===== src/rtl/tslc_pkg.sv =====
// tslc_pkg: shared types, codes and helpers for the slew-limited teleop command block
// used by every module under rtl; depends on nothing

package tslc_pkg;

    // event kinds carried in the input beat
    typedef enum logic [1:0] {
        KIND_PRESS   = 2'd0,
        KIND_RELEASE = 2'd1,
        KIND_TICK    = 2'd2,
        KIND_STOP    = 2'd3
    } tslc_kind_t;

    // button codes
    localparam logic [2:0] BTN_FWD   = 3'd0;
    localparam logic [2:0] BTN_REV   = 3'd1;
    localparam logic [2:0] BTN_LEFT  = 3'd2;
    localparam logic [2:0] BTN_RIGHT = 3'd3;
    localparam logic [2:0] BTN_LIFT  = 3'd4;
    localparam logic [2:0] BTN_LOWER = 3'd5;
    localparam logic [2:0] BTN_STOP  = 3'd6;

    // configuration register indexes
    localparam logic [2:0] REG_LINEAR_SPEED_LIMIT  = 3'd0;
    localparam logic [2:0] REG_TURN_SPEED_LIMIT    = 3'd1;
    localparam logic [2:0] REG_LINEAR_ACCEL_PER_MS = 3'd2;
    localparam logic [2:0] REG_TURN_ACCEL_PER_MS   = 3'd3;
    localparam logic [2:0] REG_FORK_RATE_PER_MS    = 3'd4;
    localparam logic [2:0] REG_FORK_LOW_LIMIT      = 3'd5;
    localparam logic [2:0] REG_FORK_HIGH_LIMIT     = 3'd6;
    localparam logic [2:0] REG_FORK_START          = 3'd7;

    // widths
    localparam int unsigned CfgIdxW = 3;
    localparam int unsigned CfgDataW = 24;
    localparam int unsigned ValW = 24;
    localparam int unsigned WideW = 26;
    localparam int unsigned DtW = 8;
    localparam int unsigned StepW = 24;

    // elapsed time saturation, milliseconds
    localparam logic [15:0] DT_CAP_MS = 16'd250;

    // register reset values
    localparam logic [22:0] RST_LINEAR_SPEED_LIMIT  = 23'd131072;
    localparam logic [22:0] RST_TURN_SPEED_LIMIT    = 23'd49152;
    localparam logic [15:0] RST_LINEAR_ACCEL_PER_MS = 16'd66;
    localparam logic [15:0] RST_TURN_ACCEL_PER_MS   = 16'd98;
    localparam logic [15:0] RST_FORK_RATE_PER_MS    = 16'd33;
    localparam logic signed [23:0] RST_FORK_LOW_LIMIT  = 24'sd0;
    localparam logic signed [23:0] RST_FORK_HIGH_LIMIT = 24'sd117965;
    localparam logic signed [23:0] RST_FORK_NOW        = 24'sd0;

    typedef struct packed {
        tslc_kind_t  kind;
        logic [2:0]  button;
        logic        auto_repeat;
        logic [15:0] elapsed_ms;
    } tslc_in_t;

    typedef struct packed {
        logic signed [23:0] linear_velocity;
        logic signed [23:0] angular_velocity;
        logic signed [23:0] fork_target;
        logic               published;
        logic               changed;
    } tslc_out_t;

    typedef struct packed {
        logic [22:0]        linear_speed_limit;
        logic [22:0]        turn_speed_limit;
        logic [15:0]        linear_accel_per_ms;
        logic [15:0]        turn_accel_per_ms;
        logic [15:0]        fork_rate_per_ms;
        logic signed [23:0] fork_low_limit;
        logic signed [23:0] fork_high_limit;
    } tslc_cfg_t;

    typedef struct packed {
        logic               load;
        logic signed [23:0] value;
    } tslc_fork_load_t;

    typedef struct packed {
        logic [5:0]         held;
        logic signed [23:0] lin;
        logic signed [23:0] ang;
        logic signed [23:0] fork_pos;
    } tslc_state_t;

    // clamp a wide fork value, high limit tested first
    function automatic logic signed [23:0] tslc_clamp(input logic signed [25:0] x,
                                                      input logic signed [23:0] lo,
                                                      input logic signed [23:0] hi);
        logic signed [25:0] lo_w;
        logic signed [25:0] hi_w;
        lo_w = signed'({{2{lo[23]}}, lo});
        hi_w = signed'({{2{hi[23]}}, hi});
        if (x > hi_w) begin
            return hi;
        end else if (x < lo_w) begin
            return lo;
        end
        return x[23:0];
    endfunction

endpackage


===== src/rtl/tslc_cfg_regs.sv =====
// tslc_cfg_regs: configuration register file with fork start load
// depends on tslc_pkg

module tslc_cfg_regs (
    input  logic                            aclk,
    input  logic                            aresetn,
    input  logic                            cfg_wr_en,
    input  logic [tslc_pkg::CfgIdxW-1:0]    cfg_index,
    input  logic [tslc_pkg::CfgDataW-1:0]   cfg_wr_data,
    output tslc_pkg::tslc_cfg_t             cfg,
    output tslc_pkg::tslc_fork_load_t       fork_load
);
    import tslc_pkg::*;

    tslc_cfg_t cfg_reg;

    // register writes
    always_ff @(posedge aclk) begin
        if (!aresetn) begin
            cfg_reg.linear_speed_limit  <= RST_LINEAR_SPEED_LIMIT;
            cfg_reg.turn_speed_limit    <= RST_TURN_SPEED_LIMIT;
            cfg_reg.linear_accel_per_ms <= RST_LINEAR_ACCEL_PER_MS;
            cfg_reg.turn_accel_per_ms   <= RST_TURN_ACCEL_PER_MS;
            cfg_reg.fork_rate_per_ms    <= RST_FORK_RATE_PER_MS;
            cfg_reg.fork_low_limit      <= RST_FORK_LOW_LIMIT;
            cfg_reg.fork_high_limit     <= RST_FORK_HIGH_LIMIT;
        end else if (cfg_wr_en) begin
            unique case (cfg_index)
                REG_LINEAR_SPEED_LIMIT:  cfg_reg.linear_speed_limit  <= cfg_wr_data[22:0];
                REG_TURN_SPEED_LIMIT:    cfg_reg.turn_speed_limit    <= cfg_wr_data[22:0];
                REG_LINEAR_ACCEL_PER_MS: cfg_reg.linear_accel_per_ms <= cfg_wr_data[15:0];
                REG_TURN_ACCEL_PER_MS:   cfg_reg.turn_accel_per_ms   <= cfg_wr_data[15:0];
                REG_FORK_RATE_PER_MS:    cfg_reg.fork_rate_per_ms    <= cfg_wr_data[15:0];
                REG_FORK_LOW_LIMIT:      cfg_reg.fork_low_limit      <= signed'(cfg_wr_data);
                REG_FORK_HIGH_LIMIT:     cfg_reg.fork_high_limit     <= signed'(cfg_wr_data);
                default: begin
                end
            endcase
        end
    end

    // fork start write: clamp into the current limits and load the position
    always_comb begin
        fork_load.load  = cfg_wr_en && (cfg_index == REG_FORK_START);
        fork_load.value = tslc_clamp(signed'({{2{cfg_wr_data[23]}}, cfg_wr_data}),
                                     cfg_reg.fork_low_limit, cfg_reg.fork_high_limit);
    end

    assign cfg = cfg_reg;

endmodule


===== src/rtl/tslc_update.sv =====
// tslc_update: single-pass next state and result for one event beat
// depends on tslc_pkg

module tslc_update (
    input  tslc_pkg::tslc_in_t    in_data,
    input  tslc_pkg::tslc_cfg_t   cfg,
    input  tslc_pkg::tslc_state_t cur,
    output tslc_pkg::tslc_state_t nxt,
    output tslc_pkg::tslc_out_t   result
);
    import tslc_pkg::*;

    // move cur toward tgt by at most step
    function automatic logic signed [WideW-1:0] slew(input logic signed [WideW-1:0] c,
                                                     input logic signed [WideW-1:0] tgt,
                                                     input logic [StepW-1:0] step);
        logic signed [WideW-1:0] step_s;
        logic signed [WideW-1:0] up;
        logic signed [WideW-1:0] dn;
        step_s = signed'({2'b00, step});
        up = c + step_s;
        dn = c - step_s;
        if (c < tgt) begin
            return (up < tgt) ? up : tgt;
        end else if (c > tgt) begin
            return (dn > tgt) ? dn : tgt;
        end
        return tgt;
    endfunction

    // target for a held pair: +limit, -limit or zero
    function automatic logic signed [WideW-1:0] target(input logic plus,
                                                       input logic minus,
                                                       input logic [22:0] limit);
        logic signed [WideW-1:0] lim_w;
        lim_w = signed'({3'b000, limit});
        if (plus && !minus) begin
            return lim_w;
        end else if (minus && !plus) begin
            return -lim_w;
        end
        return '0;
    endfunction

    logic [DtW-1:0]          dt;
    logic [StepW-1:0]        lin_step;
    logic [StepW-1:0]        ang_step;
    logic [StepW-1:0]        fork_step;
    logic signed [WideW-1:0] lin_new;
    logic signed [WideW-1:0] ang_new;
    logic signed [WideW-1:0] fork_w;
    logic signed [WideW-1:0] fork_sum;
    logic                    lift;
    logic                    lower;
    logic                    do_stop;
    logic                    published;

    // saturated tick interval and per-tick steps
    always_comb begin
        dt = (in_data.elapsed_ms > DT_CAP_MS) ? DT_CAP_MS[DtW-1:0] : in_data.elapsed_ms[DtW-1:0];
        lin_step  = StepW'(cfg.linear_accel_per_ms) * StepW'(dt);
        ang_step  = StepW'(cfg.turn_accel_per_ms) * StepW'(dt);
        fork_step = StepW'(cfg.fork_rate_per_ms) * StepW'(dt);
    end

    // slewed velocities and moved fork
    always_comb begin
        lift  = cur.held[BTN_LIFT];
        lower = cur.held[BTN_LOWER];
        lin_new = slew(signed'({{2{cur.lin[23]}}, cur.lin}),
                       target(cur.held[BTN_FWD], cur.held[BTN_REV], cfg.linear_speed_limit),
                       lin_step);
        ang_new = slew(signed'({{2{cur.ang[23]}}, cur.ang}),
                       target(cur.held[BTN_LEFT], cur.held[BTN_RIGHT], cfg.turn_speed_limit),
                       ang_step);
        fork_w = signed'({{2{cur.fork_pos[23]}}, cur.fork_pos});
        if (lift) begin
            fork_sum = fork_w + signed'({2'b00, fork_step});
        end else begin
            fork_sum = fork_w - signed'({2'b00, fork_step});
        end
    end

    // event decode and state update
    always_comb begin
        nxt       = cur;
        do_stop   = 1'b0;
        published = 1'b0;
        case (in_data.kind)
            KIND_PRESS, KIND_RELEASE: begin
                if (!in_data.auto_repeat && in_data.button <= BTN_STOP) begin
                    if (in_data.button == BTN_STOP) begin
                        if (in_data.kind == KIND_PRESS) begin
                            do_stop   = 1'b1;
                            published = 1'b1;
                        end
                    end else if (in_data.kind == KIND_PRESS) begin
                        nxt.held[in_data.button] = 1'b1;
                    end else begin
                        nxt.held[in_data.button] = 1'b0;
                    end
                end
            end
            KIND_TICK: begin
                nxt.lin = lin_new[ValW-1:0];
                nxt.ang = ang_new[ValW-1:0];
                if (lift != lower) begin
                    nxt.fork_pos = tslc_clamp(fork_sum, cfg.fork_low_limit,
                                              cfg.fork_high_limit);
                end
                published = 1'b1;
            end
            default: begin
                do_stop   = 1'b1;
                published = 1'b1;
            end
        endcase
        if (do_stop) begin
            nxt.held = '0;
            nxt.lin  = '0;
            nxt.ang  = '0;
        end
    end

    // result beat
    always_comb begin
        result.linear_velocity  = nxt.lin;
        result.angular_velocity = nxt.ang;
        result.fork_target      = nxt.fork_pos;
        result.published        = published;
        result.changed          = (nxt.lin != cur.lin) || (nxt.ang != cur.ang) ||
                                  (nxt.fork_pos != cur.fork_pos);
    end

endmodule


===== src/rtl/teleop_slew_limited_command.sv =====
// teleop_slew_limited_command: input register, single-pass update, result register
// path: input register, then update logic, then the result register that drives m_valid
// throughput: one beat per cycle while m_ready is high; a low m_ready stalls both registers
// reset: synchronous active-low aresetn; buttons released, velocities and fork zero,
// configuration registers at their default values; depends on tslc_pkg, tslc_cfg_regs, tslc_update

module teleop_slew_limited_command (
    input  logic                            aclk,
    input  logic                            aresetn,
    input  logic                            s_valid,
    output logic                            s_ready,
    input  tslc_pkg::tslc_in_t              s_data,
    output logic                            m_valid,
    input  logic                            m_ready,
    output tslc_pkg::tslc_out_t             m_data,
    input  logic                            cfg_wr_en,
    input  logic [tslc_pkg::CfgIdxW-1:0]    cfg_index,
    input  logic [tslc_pkg::CfgDataW-1:0]   cfg_wr_data
);
    import tslc_pkg::*;

    tslc_cfg_t       cfg;
    tslc_fork_load_t fork_load;
    logic            in_valid_reg;
    tslc_in_t        in_data_reg;
    tslc_state_t     state_reg;
    tslc_state_t     state_next;
    logic            out_valid_reg;
    tslc_out_t       out_data_reg;
    tslc_out_t       result;
    logic            advance;

    tslc_cfg_regs u_cfg (
        .aclk        (aclk),
        .aresetn     (aresetn),
        .cfg_wr_en   (cfg_wr_en),
        .cfg_index   (cfg_index),
        .cfg_wr_data (cfg_wr_data),
        .cfg         (cfg),
        .fork_load   (fork_load)
    );

    tslc_update u_update (
        .in_data (in_data_reg),
        .cfg     (cfg),
        .cur     (state_reg),
        .nxt     (state_next),
        .result  (result)
    );

    // handshake: a beat moves on when the result register is free or being emptied
    assign advance = in_valid_reg && (!out_valid_reg || m_ready);
    assign s_ready = !in_valid_reg || advance;
    assign m_valid = out_valid_reg;
    assign m_data  = out_data_reg;

    // input register
    always_ff @(posedge aclk) begin
        if (!aresetn) begin
            in_valid_reg <= 1'b0;
        end else if (s_ready) begin
            in_valid_reg <= s_valid;
        end
    end

    always_ff @(posedge aclk) begin
        if (s_ready && s_valid) begin
            in_data_reg <= s_data;
        end
    end

    // command state
    always_ff @(posedge aclk) begin
        if (!aresetn) begin
            state_reg.held     <= '0;
            state_reg.lin      <= '0;
            state_reg.ang      <= '0;
            state_reg.fork_pos <= RST_FORK_NOW;
        end else if (advance) begin
            state_reg <= state_next;
        end else if (fork_load.load) begin
            state_reg.fork_pos <= fork_load.value;
        end
    end

    // result register
    always_ff @(posedge aclk) begin
        if (!aresetn) begin
            out_valid_reg <= 1'b0;
        end else if (advance) begin
            out_valid_reg <= 1'b1;
        end else if (m_ready) begin
            out_valid_reg <= 1'b0;
        end
    end

    always_ff @(posedge aclk) begin
        if (advance) begin
            out_data_reg <= result;
        end
    end

`ifndef SYNTHESIS
    // a stop event leaves buttons released and both velocities at zero
    a_stop_clears: assert property (@(posedge aclk)
        $past(aresetn) && $past(advance) && $past(in_data_reg.kind) == KIND_STOP |->
        state_reg.held == '0 && state_reg.lin == '0 && state_reg.ang == '0)
        else $error("stop did not clear buttons and velocities");

    // velocities only move when a beat passes through the update
    a_vel_hold: assert property (@(posedge aclk)
        $past(aresetn) && !$past(advance) |->
        state_reg.lin == $past(state_reg.lin) && state_reg.ang == $past(state_reg.ang))
        else $error("velocity moved without a beat");

    // button events that publish nothing cannot change the command
    a_quiet_unchanged: assert property (@(posedge aclk) disable iff (!aresetn)
        out_valid_reg && !out_data_reg.published |-> !out_data_reg.changed)
        else $error("unpublished beat reports a change");

    // velocities stay inside the symmetric signed range
    a_vel_range: assert property (@(posedge aclk) disable iff (!aresetn)
        state_reg.lin != 24'sh800000 && state_reg.ang != 24'sh800000)
        else $error("velocity reached the most negative code");
`endif

endmodule

===== config.mk =====
export PLATFORM = sky130hd
export DESIGN_NAME = teleop_slew_limited_command
export DESIGN_NICKNAME = d
export VERILOG_FILES = /design/src/rtl/tslc_pkg.sv /design/src/rtl/tslc_cfg_regs.sv /design/src/rtl/tslc_update.sv /design/src/rtl/teleop_slew_limited_command.sv
export SDC_FILE = /design/constraint.sdc
export NUM_CORES = 2
export LEC_CHECK = 0
export ABC_AREA = 1
export BUFFER_PORTS_ARGS = -buffer_cell sky130_fd_sc_hd__buf_4
export CORE_MARGIN = 2
export CORE_UTILIZATION = 55
export CTS_BUF_LIST = sky130_fd_sc_hd__clkbuf_8
export CTS_CLUSTER_DIAMETER = 40
export DETAILED_ROUTE_END_ITERATION = 8
export PLACE_DENSITY = 0.72
export SLEW_MARGIN = 20
export SYNTH_ARGS = -nofsm -noshare
export SYNTH_HDL_FRONTEND = slang
export SYNTH_SLANG_ARGS = --single-unit

===== constraint.sdc =====
create_clock -name aclk -period 22.3 [get_ports aclk]
set_input_delay 1.115 -clock aclk [delete_from_list [all_inputs] [get_ports aclk]]
set_output_delay 1.115 -clock aclk [all_outputs]
set_load 0.005 [all_outputs]

### Word level (Yosys, flattened, before mapping)

Index checks and enable logic that the tools add are counted.

* flip-flop bits (word level): 318
* output and inout bits: 76

* $add $sub $neg: 8
* multiply operators: 3
* magnitude comparators: 16
* eq/ne operators: 15
* multiplexer cells: 55
* bitwise logic cells: 3
* reductions and logical operators: 35

Operators with widths (number)
* 2-to-1 mux 24 bit: 19
* 2-to-1 mux 26 bit: 7
* adder 24 x 25 -> 26 bit: 3
* subtractor 24 x 25 -> 26 bit: 3
* multiplier 16 x 8 -> 24 bit: 3
* 2-to-1 mux 72 bit: 1
* inequality test 24 bit: 3
* 2-to-1 mux 54 bit: 1
* greater-than comparator 24 x 26 -> 1 bit: 2
* greater-than comparator 26 bit: 2
* less-than comparator 24 x 26 -> 1 bit: 2
* less-than comparator 26 bit: 2
* negation 23 -> 26 bit: 2
* greater-than comparator 26 x 24 -> 1 bit: 1
* less-than comparator 26 x 24 -> 1 bit: 1
* greater-than comparator 24 bit: 1
* less-than comparator 24 bit: 1
* 2-to-1 mux 6 bit: 4
* 2-to-1 mux 1 bit: 20
* greater-than comparator 16 x 8 -> 1 bit (second input constant): 1
* == test 3 bit (second input constant): 5
* AND reduction 2 bit: 7
* logical AND 1 bit: 9
* 2-to-1 mux 8 bit: 1
* other kinds (21): 34

### Depth between registers and ports, before layout

* depth after elaboration: 17
* gate-level depth with buffers: 71

### By module

From an unflattened synthesis, not the netlist that was laid out.

* cell total of the unflattened synthesis: 6980
* area, all modules: 45381.0 µm²

By module, submodules not included
* tslc_update: times used 1, cells an instance 5478, area each 32346.0 µm², seq. area each 0.0 µm²
* tslc_cfg_regs: times used 1, cells an instance 951, area each 6896.6 µm², seq. area each 2842.7 µm²
* teleop_slew_limited_command: times used 1, cells an instance 551, area each 6138.4 µm², seq. area each 4484.3 µm²

### Least setup slack after synthesis

OpenSTA, ideal clock, no wires.

* kind: register to register
* start: reg in_data_reg[4] (netlist bit)
* end: reg out_data_reg, in the netlist m_data[0] (data pin)
* arrival: 9065 ps
* setup slack: 12975 ps
* stages on the path, launching flop included: 66
* buffers on the path: 3
* period minus slack after synthesis: 9325 ps
* cell sequence: edfxtp_1 -> inv_1 -> nor3_1 -> nand3_1 -> nand2_1 -> inv_1 -> nand2_1 -> clkbuf_1 -> clkbuf_1 -> nand2_1 -> fa_1 -> fa_1 -> inv_1 -> fa_1 -> inv_1 -> fa_1 -> inv_1 -> ha_1 -> [30 not listed] -> nand2_1 -> nand3_1 -> nand2_1 -> nand2_4 -> nand2_4 -> nand2_4 -> inv_2 -> buf_2 -> nand2_1 -> nand3_1 -> nand3_1 -> nand2_1 -> nor2_1 -> nand2_1 -> nor2_1 -> nand2_1 -> nor2_1 -> nand3_1

RTL lines
* start, declared: line teleop_slew_limited_command.sv:25 `tslc_in_t in_data_reg;`
* start signal, assigned: line teleop_slew_limited_command.sv:68 `in_data_reg <= s_data;`
* end signal, assigned: line teleop_slew_limited_command.sv:99 `out_data_reg <= result;`
* end, declared: line teleop_slew_limited_command.sv:29 `tslc_out_t out_data_reg;`

==> results.toml <==
[synthesis]
synth_async_reset_ratio_pct = 0
yosysWarningCount = 0
synth.mux.area_fraction_pct = 0
post_synth_fa_ha_maj_area_fraction_pct = 27.0
synth.avg_cell_area_sq_um = 6.66
synth.top_cell.area_share_pct = 15.0
synth-simple-area-share_pct = 26.5
mappedNetlistNets = 7285
synth_top_cell_by_area = "sky130_fd_sc_hd__ha_1"
synth_cells = 6459
synth_top_family_by_area = "adder cells"
synth_compound_area_share_pct = 13.5
postSynthRegisterBits = 318
yosys_most_used_dff = "sky130_fd_sc_hd__dfxtp_1"
yosysMostFrequentCell = "sky130_fd_sc_hd__nand2_1"
post_synth_most_frequent_cells = "sky130_fd_sc_hd__nand2_1, sky130_fd_sc_hd__inv_1, sky130_fd_sc_hd__a21oi_1, sky130_fd_sc_hd__nor2_1, sky130_fd_sc_hd__ha_1"
post_synth_num_cell_types = 62
synth-edff-count = 96
synth-seq-area-share_pct = 17.0
synth_xor_area_share_pct = 3.42
post_synth_main_area_contributors = "sky130_fd_sc_hd__ha_1, sky130_fd_sc_hd__nand2_1, sky130_fd_sc_hd__fa_1, sky130_fd_sc_hd__dfxtp_1, sky130_fd_sc_hd__inv_1"
synthesis.area_sq_um = 43000

[cts]
clk_pin_slew_ns = 0.05
insertion_delay_ns = 0.72
cts-hold-fix-buffers = 0
max_buffers_root_to_sink = 3
cts.repair_timing.setup_buffer_count = 0
clock_tree.htree_level_count = 3
cts_root_buf = "sky130_fd_sc_hd__clkbuf_8"
number_of_buffers_added_by_the_clock_tree_synthesis_step = 74
cts_sink_count = 318
quantity_of_gates_resized_following_cts = 0
tritoncts = "built"

[place]
place.port_buffers = 129
postPlaceCellArea_sq_um = 44600
gp_routability_congestion = 1.03
dp_slack_ns = 9.85
detailedPlacementHpwl_microns = 117000

[routing]
route.vias.total = 42900
route.detailed.vias_per_inst = 5.67
route.final.wire_length_microns = 147000
drc_errors = 0
dr.pass1.iters = 8
antenna_left = 0
drt-initial-drc-count = 4122
drt-wirelength-per-cell_microns = 19.4

[layout]
finish.net_count = 7291
final_layout_size_suffix_gt1_share_pct = 5.85
flip_flop_count_of_the_largest_register_all_copies_and_words_added = 142
final-seq-area_sq_um = 7330
final.fill_count = 7562
synthToLayoutAreaGrowth_pct = 7.50
finalInstanceArea_sq_um = 46200
multi_input_comb_area_sq_um = 30300

[power]
static-leakage-power_nw = 24.2
post-layout-total-power_mw = 4.29
max-vdd-ir-drop_v = 0.0000617
p_per_area_nw_per_um2 = 92.9

[critical_path]
worstPathArrival_ns = 13.11
setup_crit_end_kind = "register"
most_common_cell_on_crit_path = "sky130_fd_sc_hd__nand2_1"
slowest_delay_ns = 0.58
startpoint_type = "register"
critPathSlowestCell = "sky130_fd_sc_hd__inv_1"
rrSetupSlack_ns = 9.59
critPathRequiredTime_ns = 22.70
critPathKind = "reg2reg"
worstPathMaxFanout = 37

[floorplan]
core_region_area_sq_um = 77500
boundaryPins = 130
initial_utilization_pct = 55.5
dieArea_sq_um = 80400
die_x_microns = 284
die_height_microns = 284
floorplan.rows = 102

[grt]
global_route.overflow_total = 0
grt_first_pass_wirelength_microns = 229000
grt_util_all_layers_pct = 36.1
first_global_vias = 40600
antenna_found_initial = 2
pin_count_of_the_biggest_net_entering_global_routing = 95

[timing]
period_minus_ws_final_ns = 12.71
relSlewSlack_pct = 21.3
finalHoldViolCount = 0
clock.fmax_mhz = 78.7
fin_ws_ns = 9.59
setup_viol = 0
worst-slew-pin-transition_ns = 1.18
clock-skew-final_ns = 0.0645
rsz0062_at_grt = "false"
final_clock_period_utilization_by_the_worst_path_pct = 57.0
timing_max_transition_violations_final = 0
setup_tns_ns = 0

[status]
outcome = "finished, final reports clean"

[job]
max_cap_viol_count = 0

[worst_hold_path]
min-delay-path-class = "reg2reg"
## cell type report
cell class | count | area share [%]
multi-input combinational | 4741 | 65.6
sequential | 318 | 15.9
inverter | 1167 | 9.51
tap | 1040 | 2.82
timing repair buffer | 163 | 2.65
clock buffer | 80 | 2.38
clock inverter | 57 | 1.15
antenna | 1 | 0.00542
## logic make-up after synthesis
group / after synthesis
adder cells (fa/ha/maj): 772
buffers and inverters: 1400
flip-flops: 318
AND/OR/NAND/NOR: 2736
XOR/XNOR: 168
AO/OA/AOI/OAI: 1065
## cell usage in the layout (no fill, tap or decap), types with 4 or more instances in the layout
master / Yosys / layout
sky130_fd_sc_hd__nand2_2: 8 / 10
sky130_fd_sc_hd__nor2_1: 524 / 514
sky130_fd_sc_hd__a21oi_1: 539 / 539
sky130_fd_sc_hd__fa_1: 257 / 257
sky130_fd_sc_hd__xor2_1: 132 / 132
sky130_fd_sc_hd__o211ai_1: 61 / 61
sky130_fd_sc_hd__nor3_1: 58 / 58
sky130_fd_sc_hd__xnor2_1: 36 / 35
sky130_fd_sc_hd__nor4_1: 12 / 12
sky130_fd_sc_hd__inv_6: 0 / 7
sky130_fd_sc_hd__a31oi_1: 22 / 22
sky130_fd_sc_hd__nand4_1: 91 / 91
sky130_fd_sc_hd__o21ai_1: 17 / 16
sky130_fd_sc_hd__nor2_4: 1 / 6
sky130_fd_sc_hd__bufinv_16: 0 / 6
sky130_fd_sc_hd__clkinv_2: 0 / 10
sky130_fd_sc_hd__clkinv_1: 6 / 8
sky130_fd_sc_hd__clkbuf_8: 0 / 80
sky130_fd_sc_hd__o21a_1: 21 / 21
sky130_fd_sc_hd__a21o_1: 19 / 19
sky130_fd_sc_hd__nand3b_1: 11 / 11
sky130_fd_sc_hd__buf_4: 3 / 163
sky130_fd_sc_hd__o21ai_0: 317 / 317
sky130_fd_sc_hd__nand2_4: 5 / 5
sky130_fd_sc_hd__clkinvlp_4: 0 / 15
sky130_fd_sc_hd__inv_2: 19 / 18
sky130_fd_sc_hd__dfxtp_1: 222 / 222
sky130_fd_sc_hd__nand3_1: 387 / 387
sky130_fd_sc_hd__nand3_2: 10 / 10
sky130_fd_sc_hd__or2_2: 12 / 12
sky130_fd_sc_hd__o21bai_1: 19 / 19
sky130_fd_sc_hd__nand2_1: 1591 / 1589
sky130_fd_sc_hd__inv_1: 1140 / 1151
sky130_fd_sc_hd__o31ai_1: 6 / 5
sky130_fd_sc_hd__nor2_2: 8 / 13
sky130_fd_sc_hd__ha_1: 515 / 515
sky130_fd_sc_hd__o21ai_2: 3 / 4
sky130_fd_sc_hd__a211oi_1: 25 / 25
sky130_fd_sc_hd__edfxtp_1: 96 / 96
## layer usage
layer / wire, microns / vias up / GRT usage (%)
met5: 12 / - / 0
met1: 62600 / 19900 / 49.3
met3: 13700 / 349 / 5.98
met2: 63400 / 1961 / 56.3
li1: - / 20700 / -
met4: 7130 / 2 / 15.7
## metrics by stage
step                hold slack (ns)  cells  util, %
finish                        0.489   7567     59.7
global route                  0.519   7567     59.7
detailed placement            0.482   7429     57.5
CTS                           0.492   7566     59.6
global placement              0.480   7429     57.5
floorplan                     0.468   6459        -
## critical path: cells and delay by family, from the launching register on
| kind | cells | cell delay, ns |
|---|---|---|
| xor+xnor | 3 | 0.70 |
| simple gates | 35 | 5.50 |
| buf+inv | 10 | 2.01 |
| compound gates | 5 | 0.74 |
| flops | 1 | 0.32 |
| fa+ha+maj | 7 | 3.09 |
## path summary, 6_finish.rpt
check	from	depth (start not counted)	endpoint
max	in_data_reg[4]$_DFFE_PP_	60	m_data[0]$_DFFE_PP_
min	state_reg[73]$_SDFFE_PN0P_	2	state_reg[73]$_SDFFE_PN0P_
max reg2reg	in_data_reg[4]$_DFFE_PP_	60	m_data[0]$_DFFE_PP_
min reg2reg	state_reg[73]$_SDFFE_PN0P_	2	state_reg[73]$_SDFFE_PN0P_
## power by group
part / leakage [nW] / switching, mW / internal (mW)
combinational: 20.6 / 1.96 / 0.910
clock: 0.832 / 0.338 / 0.417
sequential: 2.73 / 0.0400 / 0.630
total: 24.2 / 2.34 / 1.96
(Power assumes the default switching activity.)
